--- src/rtl/core/bhc_pkg.sv ---
// ----------------------------------------------------------------------------
// bhc_pkg: shared definitions of the biquad high-pass cascade
// Widths, coefficient table, datapath commands and helper functions.
// ----------------------------------------------------------------------------
`default_nettype none

package bhc_pkg;

  localparam int unsigned SAMPLE_WIDTH   = 16;
  localparam int unsigned COEF_FRAC_BITS = 28;

  localparam int unsigned ST_W    = 40;
  localparam int unsigned ST_FRAC = 30;
  localparam int unsigned COEF_W  = 32;
  localparam int unsigned TERM_W  = 44;
  localparam int unsigned WIDE_W  = 46;
  localparam int unsigned PROD_W  = 74;
  localparam int unsigned SPLIT   = 20;

  typedef logic signed [COEF_W-1:0] coef_t;
  typedef logic signed [ST_W-1:0]   st_t;

  typedef enum logic [2:0] {
    OP_B0 = 3'd0,
    OP_B1 = 3'd1,
    OP_B2 = 3'd2,
    OP_A1 = 3'd3,
    OP_A2 = 3'd4
  } op_e;

  typedef struct packed {
    logic load;
    logic mul;
    logic rnd;
    logic acc;
    logic finish;
    logic stage;
    op_e  op;
  } cmd_t;

  typedef struct packed {
    logic out_stall;
  } status_t;

  // b0, b1, b2, a1, a2 of each stage with 30 fraction bits.
  localparam coef_t COEF_Q30 [2][5] = '{
    '{32'sd990536797, -32'sd1981073605, 32'sd990536797,
      -32'sd1975868104, 32'sd912537281},
    '{32'sd1073741824, 32'sh8000_0000, 32'sd1073741824,
      -32'sd2062971974, 32'sd999637070}
  };

  localparam logic signed [WIDE_W-1:0] ST_MAX_W = (46'sd1 <<< (ST_W - 1)) - 46'sd1;
  localparam logic signed [WIDE_W-1:0] ST_MIN_W = -(46'sd1 <<< (ST_W - 1));

  function automatic coef_t coef_at(logic stage, op_e op, int unsigned frac);
    logic signed [COEF_W:0] q;
    int unsigned sh;
    sh = ST_FRAC - frac;
    q  = {COEF_Q30[stage][op][COEF_W-1], COEF_Q30[stage][op]};
    if (sh != 0) begin
      q = (q + (33'sd1 <<< (sh - 1))) >>> sh;
    end
    return q[COEF_W-1:0];
  endfunction

  function automatic st_t sat_st(logic signed [WIDE_W-1:0] v);
    st_t r;
    if (v > ST_MAX_W) begin
      r = ST_MAX_W[ST_W-1:0];
    end else if (v < ST_MIN_W) begin
      r = ST_MIN_W[ST_W-1:0];
    end else begin
      r = v[ST_W-1:0];
    end
    return r;
  endfunction

endpackage

`default_nettype wire

--- src/rtl/core/bhc_in_if.sv ---
// ----------------------------------------------------------------------------
// bhc_in_if: input sample channel
// Valid/ready channel carrying one audio sample and its last-sample marker.
// ----------------------------------------------------------------------------
`default_nettype none

interface bhc_in_if #(
  parameter int unsigned SampleWidth = bhc_pkg::SAMPLE_WIDTH
);
  logic                          valid;
  logic                          ready;
  logic signed [SampleWidth-1:0] sample_in;
  logic                          last_in;

  modport source (output valid, output sample_in, output last_in, input ready);
  modport sink   (input valid, input sample_in, input last_in, output ready);
endinterface

`default_nettype wire

--- src/rtl/core/bhc_out_if.sv ---
// ----------------------------------------------------------------------------
// bhc_out_if: output sample channel
// Valid/ready channel carrying one filtered sample, its clip flag and marker.
// ----------------------------------------------------------------------------
`default_nettype none

interface bhc_out_if #(
  parameter int unsigned SampleWidth = bhc_pkg::SAMPLE_WIDTH
);
  logic                          valid;
  logic                          ready;
  logic signed [SampleWidth-1:0] sample_out;
  logic                          clipped;
  logic                          last_out;

  modport source (output valid, output sample_out, output clipped, output last_out,
                  input ready);
  modport sink   (input valid, input sample_out, input clipped, input last_out,
                  output ready);
endinterface

`default_nettype wire

--- src/rtl/core/biquad_highpass_cascade_top.sv ---
// ----------------------------------------------------------------------------
// biquad_highpass_cascade_top: fourth-order high-pass filter
// Two cascaded transposed direct form II biquads with fixed coefficients.
//
// The sample_i channel takes one signed sample and a last-sample marker per
// transaction. The result_o channel returns one transaction per input: the
// filtered sample, rounded and saturated, a clip flag and the copied marker.
// A sample is accepted only while the sequencer is idle, so a new sample is
// taken only once the previous one has been computed. The ten coefficient
// products each take a multiply, a round and an accumulate step on the one
// shared split multiplier; after the last of them the result is written to
// the output register and becomes valid. The finished result sits in an
// output register, so a stalled receiver holds only the sequencer's final
// step; the next sample is computed while the previous result waits.
// Reset clears all delay values and the output valid flag. After a sample
// with the marker set, all delay values return to zero.
// ----------------------------------------------------------------------------
`default_nettype none

module biquad_highpass_cascade_top #(
  parameter int unsigned SampleWidth  = bhc_pkg::SAMPLE_WIDTH,
  parameter int unsigned CoefFracBits = bhc_pkg::COEF_FRAC_BITS
) (
  input  logic      clk_i,
  input  logic      rst_ni,
  bhc_in_if.sink    sample_i,
  bhc_out_if.source result_o
);
  import bhc_pkg::*;

  cmd_t    cmd;
  status_t status;

  bhc_ctrl u_ctrl (
    .clk_i      (clk_i),
    .rst_ni     (rst_ni),
    .in_valid_i (sample_i.valid),
    .in_ready_o (sample_i.ready),
    .status_i   (status),
    .cmd_o      (cmd)
  );

  bhc_datapath #(
    .SampleWidth  (SampleWidth),
    .CoefFracBits (CoefFracBits)
  ) u_datapath (
    .clk_i       (clk_i),
    .rst_ni      (rst_ni),
    .cmd_i       (cmd),
    .status_o    (status),
    .sample_i    (sample_i.sample_in),
    .last_i      (sample_i.last_in),
    .out_ready_i (result_o.ready),
    .out_valid_o (result_o.valid),
    .sample_o    (result_o.sample_out),
    .clipped_o   (result_o.clipped),
    .last_o      (result_o.last_out)
  );

  a_load_on_accept: assert property (@(posedge clk_i) disable iff (!rst_ni)
    cmd.load |-> (sample_i.valid && sample_i.ready))
    else $error("Sample loaded without an input transaction.");

  a_valid_from_finish: assert property (@(posedge clk_i) disable iff (!rst_ni)
    $rose(result_o.valid) |-> $past(cmd.finish))
    else $error("Output became valid without a finished computation.");

  a_no_overwrite: assert property (@(posedge clk_i) disable iff (!rst_ni)
    cmd.finish |-> (!result_o.valid || result_o.ready))
    else $error("Result register overwritten while stalled.");

  a_busy_after_load: assert property (@(posedge clk_i) disable iff (!rst_ni)
    cmd.load |=> !sample_i.ready)
    else $error("Input ready right after a sample was accepted.");

endmodule

`default_nettype wire

--- src/rtl/core/bhc_ctrl.sv ---
// ----------------------------------------------------------------------------
// bhc_ctrl: sequencer of the biquad cascade
// Steps the shared multiplier through the ten products of both stages.
// ----------------------------------------------------------------------------
`default_nettype none

module bhc_ctrl (
  input  logic             clk_i,
  input  logic             rst_ni,
  input  logic             in_valid_i,
  output logic             in_ready_o,
  input  bhc_pkg::status_t status_i,
  output bhc_pkg::cmd_t    cmd_o
);
  import bhc_pkg::*;

  typedef enum logic [4:0] {
    ST_IDLE = 5'b00001,
    ST_MUL  = 5'b00010,
    ST_RND  = 5'b00100,
    ST_ACC  = 5'b01000,
    ST_OUT  = 5'b10000
  } state_e;

  state_e state_q, state_d;
  logic   stage_q, stage_d;
  op_e    op_q, op_d, op_next;

  always_comb begin
    unique case (op_q)
      OP_B0:   op_next = OP_B1;
      OP_B1:   op_next = OP_A1;
      OP_A1:   op_next = OP_B2;
      OP_B2:   op_next = OP_A2;
      default: op_next = OP_B0;
    endcase
  end

  always_comb begin
    state_d      = state_q;
    stage_d      = stage_q;
    op_d         = op_q;
    cmd_o        = '0;
    cmd_o.stage  = stage_q;
    cmd_o.op     = op_q;
    unique case (state_q)
      ST_IDLE: begin
        if (in_valid_i) begin
          cmd_o.load = 1'b1;
          stage_d    = 1'b0;
          op_d       = OP_B0;
          state_d    = ST_MUL;
        end
      end
      ST_MUL: begin
        cmd_o.mul = 1'b1;
        state_d   = ST_RND;
      end
      ST_RND: begin
        cmd_o.rnd = 1'b1;
        state_d   = ST_ACC;
      end
      ST_ACC: begin
        cmd_o.acc = 1'b1;
        if (op_q == OP_A2) begin
          if (stage_q) begin
            state_d = ST_OUT;
          end else begin
            stage_d = 1'b1;
            op_d    = OP_B0;
            state_d = ST_MUL;
          end
        end else begin
          op_d    = op_next;
          state_d = ST_MUL;
        end
      end
      ST_OUT: begin
        if (!status_i.out_stall) begin
          cmd_o.finish = 1'b1;
          state_d      = ST_IDLE;
        end
      end
      default: state_d = ST_IDLE;
    endcase
  end

  assign in_ready_o = (state_q == ST_IDLE);

  always_ff @(posedge clk_i or negedge rst_ni) begin
    if (!rst_ni) begin
      state_q <= ST_IDLE;
      stage_q <= 1'b0;
      op_q    <= OP_B0;
    end else begin
      state_q <= state_d;
      stage_q <= stage_d;
      op_q    <= op_d;
    end
  end

endmodule

`default_nettype wire

--- src/rtl/core/bhc_datapath.sv ---
// ----------------------------------------------------------------------------
// bhc_datapath: arithmetic and delay state of the biquad cascade
// Split multiplier, rounding, accumulation, saturation and output register.
// ----------------------------------------------------------------------------
`default_nettype none

module bhc_datapath #(
  parameter int unsigned SampleWidth  = bhc_pkg::SAMPLE_WIDTH,
  parameter int unsigned CoefFracBits = bhc_pkg::COEF_FRAC_BITS
) (
  input  logic                          clk_i,
  input  logic                          rst_ni,
  input  bhc_pkg::cmd_t                 cmd_i,
  output bhc_pkg::status_t              status_o,
  input  logic signed [SampleWidth-1:0] sample_i,
  input  logic                          last_i,
  input  logic                          out_ready_i,
  output logic                          out_valid_o,
  output logic signed [SampleWidth-1:0] sample_o,
  output logic                          clipped_o,
  output logic                          last_o
);
  import bhc_pkg::*;

  localparam int unsigned Sh = ST_FRAC + 1 - SampleWidth;
  localparam logic signed [PROD_W-1:0] ProdHalf = PROD_W'(1) <<< (CoefFracBits - 1);
  localparam logic signed [ST_W:0] OutHalf = (ST_W + 1)'(1) <<< (Sh - 1);
  localparam logic signed [ST_W:0] SMax = (ST_W + 1)'((64'd1 << (SampleWidth - 1)) - 64'd1);
  localparam logic signed [ST_W:0] SMin = -SMax - (ST_W + 1)'(1);

  st_t u_q, y_q;
  logic last_q;
  st_t z_first_q [2];
  st_t z_second_q [2];
  logic signed [COEF_W+SPLIT:0]        plo_q, plo_d;
  logic signed [COEF_W+ST_W-SPLIT-1:0] phi_q, phi_d;
  logic signed [TERM_W-1:0]            term_q, term_d, sum_q;
  logic out_valid_q, clipped_q, last_out_q;
  logic signed [SampleWidth-1:0] sample_q, sample_d;
  logic clipped_d;

  logic signed [ST_FRAC:0] x_ext;
  st_t operand, zsel0, zsel1, acc_sat_y, acc_sat_z;
  coef_t coef_v;
  logic signed [SPLIT:0]        a_lo;
  logic signed [ST_W-SPLIT-1:0] a_hi;
  logic signed [PROD_W-1:0] full;
  logic signed [WIDE_W-1:0] t_w, diff_w, sum_y_w, sum_z_w;
  logic signed [ST_W:0] y_sum, y_rnd;
  logic uses_u;

  assign x_ext   = {sample_i, {Sh{1'b0}}};
  assign uses_u  = (cmd_i.op == OP_B0) || (cmd_i.op == OP_B1) || (cmd_i.op == OP_B2);
  assign operand = uses_u ? u_q : y_q;
  assign coef_v  = coef_at(cmd_i.stage, cmd_i.op, CoefFracBits);
  assign a_lo    = {1'b0, operand[SPLIT-1:0]};
  assign a_hi    = operand[ST_W-1:SPLIT];
  assign plo_d   = coef_v * a_lo;
  assign phi_d   = coef_v * a_hi;

  assign full   = (PROD_W'(phi_q) <<< SPLIT) + PROD_W'(plo_q) + ProdHalf;
  assign term_d = full[CoefFracBits +: TERM_W];

  assign zsel0     = cmd_i.stage ? z_second_q[0] : z_first_q[0];
  assign zsel1     = cmd_i.stage ? z_second_q[1] : z_first_q[1];
  assign t_w       = WIDE_W'(term_q);
  assign sum_y_w   = t_w + WIDE_W'(zsel0);
  assign sum_z_w   = t_w + WIDE_W'(zsel1);
  assign diff_w    = WIDE_W'(sum_q) - t_w;
  assign acc_sat_y = sat_st(sum_y_w);
  assign acc_sat_z = sat_st(diff_w);

  assign y_sum = (ST_W + 1)'(y_q) + OutHalf;
  assign y_rnd = y_sum >>> Sh;

  always_comb begin
    if (y_rnd > SMax) begin
      sample_d  = SMax[SampleWidth-1:0];
      clipped_d = 1'b1;
    end else if (y_rnd < SMin) begin
      sample_d  = SMin[SampleWidth-1:0];
      clipped_d = 1'b1;
    end else begin
      sample_d  = y_rnd[SampleWidth-1:0];
      clipped_d = 1'b0;
    end
  end

  always_ff @(posedge clk_i) begin
    if (cmd_i.load) begin
      u_q    <= ST_W'(x_ext);
      last_q <= last_i;
    end
    if (cmd_i.mul) begin
      plo_q <= plo_d;
      phi_q <= phi_d;
    end
    if (cmd_i.rnd) begin
      term_q <= term_d;
    end
    if (cmd_i.acc) begin
      unique case (cmd_i.op)
        OP_B0: y_q <= acc_sat_y;
        OP_B1: sum_q <= sum_z_w[TERM_W-1:0];
        OP_B2: sum_q <= term_q;
        OP_A2: begin
          if (!cmd_i.stage) begin
            u_q <= y_q;
          end
        end
        default: ;
      endcase
    end
    if (cmd_i.finish) begin
      sample_q   <= sample_d;
      clipped_q  <= clipped_d;
      last_out_q <= last_q;
    end
  end

  always_ff @(posedge clk_i or negedge rst_ni) begin
    if (!rst_ni) begin
      z_first_q[0]  <= '0;
      z_first_q[1]  <= '0;
      z_second_q[0] <= '0;
      z_second_q[1] <= '0;
    end else if (cmd_i.finish && last_q) begin
      z_first_q[0]  <= '0;
      z_first_q[1]  <= '0;
      z_second_q[0] <= '0;
      z_second_q[1] <= '0;
    end else if (cmd_i.acc && (cmd_i.op == OP_A1)) begin
      if (cmd_i.stage) begin
        z_second_q[0] <= acc_sat_z;
      end else begin
        z_first_q[0] <= acc_sat_z;
      end
    end else if (cmd_i.acc && (cmd_i.op == OP_A2)) begin
      if (cmd_i.stage) begin
        z_second_q[1] <= acc_sat_z;
      end else begin
        z_first_q[1] <= acc_sat_z;
      end
    end
  end

  always_ff @(posedge clk_i or negedge rst_ni) begin
    if (!rst_ni) begin
      out_valid_q <= 1'b0;
    end else if (cmd_i.finish) begin
      out_valid_q <= 1'b1;
    end else if (out_ready_i) begin
      out_valid_q <= 1'b0;
    end
  end

  assign status_o.out_stall = out_valid_q && !out_ready_i;
  assign out_valid_o = out_valid_q;
  assign sample_o    = sample_q;
  assign clipped_o   = clipped_q;
  assign last_o      = last_out_q;

endmodule

`default_nettype wire
--- src/flat_wrapper.sv ---
// flat-port wrapper written by rule: the top's interface ports become plain ports
module biquad_highpass_cascade_top_flat import bhc_pkg::*;
#(
  parameter int unsigned SampleWidth  = bhc_pkg::SAMPLE_WIDTH,
  parameter int unsigned CoefFracBits = bhc_pkg::COEF_FRAC_BITS
)
  (clk_i, rst_ni, sample_i_valid, sample_i_sample_in, sample_i_last_in, sample_i_ready, result_o_valid, result_o_sample_out, result_o_clipped, result_o_last_out, result_o_ready);
  bhc_in_if #(.SampleWidth(SampleWidth)) sample_i_i ();
  bhc_out_if #(.SampleWidth(SampleWidth)) result_o_i ();
  input  logic clk_i;
  input  logic rst_ni;
  input wire logic [$bits(sample_i_i.valid)-1:0] sample_i_valid;
  input wire logic [$bits(sample_i_i.sample_in)-1:0] sample_i_sample_in;
  input wire logic [$bits(sample_i_i.last_in)-1:0] sample_i_last_in;
  output wire logic [$bits(sample_i_i.ready)-1:0] sample_i_ready;
  output wire logic [$bits(result_o_i.valid)-1:0] result_o_valid;
  output wire logic [$bits(result_o_i.sample_out)-1:0] result_o_sample_out;
  output wire logic [$bits(result_o_i.clipped)-1:0] result_o_clipped;
  output wire logic [$bits(result_o_i.last_out)-1:0] result_o_last_out;
  input wire logic [$bits(result_o_i.ready)-1:0] result_o_ready;
  assign sample_i_i.valid = sample_i_valid;
  assign sample_i_i.sample_in = sample_i_sample_in;
  assign sample_i_i.last_in = sample_i_last_in;
  assign sample_i_ready = sample_i_i.ready;
  assign result_o_valid = result_o_i.valid;
  assign result_o_sample_out = result_o_i.sample_out;
  assign result_o_clipped = result_o_i.clipped;
  assign result_o_last_out = result_o_i.last_out;
  assign result_o_i.ready = result_o_ready;
  biquad_highpass_cascade_top #(.SampleWidth(SampleWidth), .CoefFracBits(CoefFracBits)) u_core (.clk_i(clk_i), .rst_ni(rst_ni), .sample_i(sample_i_i), .result_o(result_o_i));
endmodule
--- config.mk ---
export PLATFORM = sky130hd
export DESIGN_NAME = biquad_highpass_cascade_top_flat
export DESIGN_NICKNAME = d
export VERILOG_FILES = /design/src/rtl/core/bhc_pkg.sv /design/src/rtl/core/bhc_in_if.sv /design/src/rtl/core/bhc_out_if.sv /design/src/rtl/core/biquad_highpass_cascade_top.sv /design/src/rtl/core/bhc_ctrl.sv /design/src/rtl/core/bhc_datapath.sv /design/src/flat_wrapper.sv
export SDC_FILE = /design/constraint.sdc
export NUM_CORES = 2
export LEC_CHECK = 0
export BUFFER_PORTS_ARGS = -buffer_cell sky130_fd_sc_hd__buf_4
export CAP_MARGIN = 20
export CORE_MARGIN = 1
export CORE_UTILIZATION = 40
export DETAILED_ROUTE_END_ITERATION = 16
export GPL_TIMING_DRIVEN = 0
export MAX_ROUTING_LAYER = met4
export SLEW_MARGIN = 20
export SYNTH_ARGS = -nofsm -noshare
export SYNTH_HDL_FRONTEND = slang
export SYNTH_SLANG_ARGS = --single-unit
--- constraint.sdc ---
create_clock -name clk_i -period 12.8 [get_ports clk_i]
set_clock_uncertainty 0.1 [all_clocks]
set_input_delay 0 -clock clk_i [delete_from_list [all_inputs] [get_ports clk_i]]
set_output_delay 0 -clock clk_i [all_outputs]
set_load 0.01 [all_outputs]
==> reports/qor.txt <==
Status: complete, no violations
Initial Util: 40.3%
Reg2reg end: u_core.u_datapath.plo_q[51]
CTS Buf Count: 50
Top Usage Layer GRT: met2
H-tree depth: 2
Most used cell, CP: fa_1
Clk_lat worst skew: 0.66 ns
Top-count cell post-synth: inv_1
1st-pass router iterations: 5
Clk slew on worst S/H paths: 0.07 ns
Final hold vios: 0
Setup crit end kind: flop
#FFs+latches synth: 440
Residual DRC: 0
Fill cells: 16900
CTS tree: built
Initial antenna violation count: 9
GR met2 Demand/Resource: 49.0%
Wirelength, routed: 261 mm
Crit path required time: 13.05 ns
Largest cells by area after synthesis: fa_1 35%, edfxtp_1 10%, ha_1 8.9%
Die Height: 418 um
GRT overflow: 0
Unique masters post-synth: 94
Syn Area/Cell: 9.16 um^2
FF-to-FF setup slack: 0.06 ns
Vias in the first global route: 56500
Setup violations, final: 0
Hpwl dp: 217 mm
Setup Crit Path Kind: reg -> reg
Share of synthesized flip-flops with an asynchronous set or reset: 38.6%
# rows: 152
Crit path max fanout: 10
Count of flip-flops with a built-in enable after synthesis: 230
Worst slew margin: 13.9%
Grt met1 use: 39.0%
Start point of the critical path: u_core.u_ctrl.op_q[0]
Cells after synthesis: 7555
Post-synthesis cell type with the largest combined area: fa_1
Post-route ant nets: 0
GP Congestion: 1.03
Hold Crit Class: in -> reg
Synthesis warning total: 0
Slew @ Worst Pin: 1.29 ns
MaxCap Viol Count: 0
CTS Root Cell: clkbuf_16
Worst endpoint data arrival time: 12.99 ns
Critical Path Source Type: flop
IO buf count: 40
Detailed-route via count: 54700
Post-synth top cells: 1425 x inv_1, 1227 x fa_1, 912 x nand2_1
DR iter-0 viols: 4597
Die footprint: 175000 um^2
Max clock buf depth: 3
Synth Flop Type: edfxtp_1
Post-Syn Nets: 9298
Proportion of layout cells with a drive suffix above 1: 5.74%
Mean routed wirelength per cell: 26.0 um
Post-synth top area share: 35.5%
Share of the yosys chip area belonging to registers: 17.3%
Largest net degree at the start of global routing: 101
GRT Total Usage: 31.0%
Area occupied by multi-input gates: 50800 um^2
Die width: 418 um
Routed vias/inst: 5.43
Dpl cell area: 73200 um^2
Crit-path max cell delay: 0.88 ns
Final nets: 9455
Fin crit share: 99.5%
RR Startpoint: u_core.u_ctrl.op_q[0]
Max Fclk: 78.5 MHz
IO Pins: 41
Design area: 75200 um^2
CP Capture Point: u_core.u_datapath.plo_q[51]
Slowest CP cell: a31oi_1
Min Tclk post-route: 12.74 ns
R2r worst-path depth: 34
FF+latch area: 12000 um^2
Area grow syn2layout: 8.63%
Core Area: 172000 um^2
Fin. max-slew vios: 0
First-pass GRT wire length: 380 mm
Post-Syn Area: 69200 um^2
Met3 global-route usage: 5.07%
TritonCTS Sinks: 440
Post-CTS Setup Inserts: 0
final cells by class:
type | instances | share of cell area, %
antenna | 8 | 0.0266
inverter | 1426 | 7.12
tap | 2310 | 3.84
sequential | 440 | 15.9
clock inverter | 26 | 0.384
clock buffer | 68 | 1.89
buffer | 338 | 1.89
timing repair buffer | 108 | 1.35
multi-input combinational | 5348 | 67.6
flip-flops by register name, summed over array words and instances, names as in the netlist:
register	flops
u_core.u_datapath.z_first_q	80
u_core.u_datapath.z_second_q	80
u_core.u_datapath.phi_q	51
u_core.u_datapath.sum_q	44
u_core.u_datapath.term_q	44
u_core.u_datapath.u_q	40
u_core.u_datapath.y_q	40
u_core.u_datapath.plo_q	32
u_core.u_datapath.sample_o	16
u_core.u_ctrl.state_q	5
u_core.u_ctrl.op_q	3
u_core.u_ctrl.stage_q	1
u_core.u_datapath.clipped_o	1
u_core.u_datapath.last_o	1
u_core.u_datapath.last_q	1
u_core.u_datapath.out_valid_o	1
layer usage:
metal	share of wire [%]	vias to the layer above
met5	0	-
met4	5.5	0
met3	7.7	531
met2	46	2255
met1	40	28000
li1	-	23900
what timing repair did:
| item | CTS | global route |
|---|---|---|
| hold buffers | 22 | 0 |
| gates resized for setup | 18 | 3 |
| endpoints found under the setup margin | 41 | 15 |
| endpoints found under the hold margin | 207 | 0 |
through the flow:
step                      hold WS, ns  setup TNS [ns]  utilization (%)  setup WS, ns  instances
after CTS                     0.00705               0             43.8         0.240      10100
after detailed placement       -0.106          -22.22             42.6         -1.04       9951
after global routing           0.0143         -0.0297             43.8       -0.0297      10100
after global placement         0.0933          -50.25             42.2         -1.59       9905
after floorplan                -0.396               0                -          3.11       7555
final                          0.0109               0             43.8        0.0647      10100
cells by family after synthesis:
logic type	share of synthesized area, %
AOI/OAI and AO/OA	9.72
xor gates and xnor gates	3.34
adders and majority gates	44.4
buffers and inverters	9.73
DFF	17.3
muxes	2.56
and+or+nand+nor	12.9
critical path: cells and delay by family (launching register included):
| family | cells | cell delay (ns) |
|---|---|---|
| buf+inv | 8 | 2.12 |
| xor+xnor | 1 | 0.16 |
| compound gates | 8 | 3.09 |
| simple gates | 7 | 1.82 |
| flops | 1 | 0.56 |
| fa+ha+maj | 10 | 4.57 |
cells in the final DEF (no fill, tap or decap), types with 29 or more instances in the layout:
cell type	count
mux2i_1	29
clkbuf_1	262
nand4_1	39
o21a_1	46
a21o_1	163
dfrtp_1	169
and2_1	60
buf_4	62
nor3_1	47
dfxtp_1	40
clkbuf_2	40
nand2b_1	40
edfxtp_1	230
nor2_1	810
o21ai_0	342
nand2_1	912
o21bai_1	36
xor2_1	92
ha_1	495
inv_1	1425
and3_1	36
o21ai_1	50
clkbuf_16	52
nand3_1	47
fa_1	1227
a21oi_1	249
nor2b_1	49
xnor2_1	166
mux2_2	114
worst min path at each step:
stage / startpoint / end / slack [ns] / cells after the start
finish: sample_i_valid / u_core.u_datapath.u_q[17] / 0.01 / 5
global placement: sample_i_last_in / u_core.u_datapath.last_q / 0.09 / 1
global route: sample_i_valid / u_core.u_datapath.u_q[22] / 0.01 / 5
detailed placement: rst_ni / u_core.u_datapath.out_valid_o / -0.11 / 1
floorplan: rst_ni / u_core.u_ctrl.op_q[0] / -0.40 / 0
CTS: sample_i_valid / u_core.u_datapath.u_q[20] / 0.007 / 5
Power is left out: the tool's default activity adds up to more than one toggle a clock period on the data nets, which glitch-free logic cannot reach.
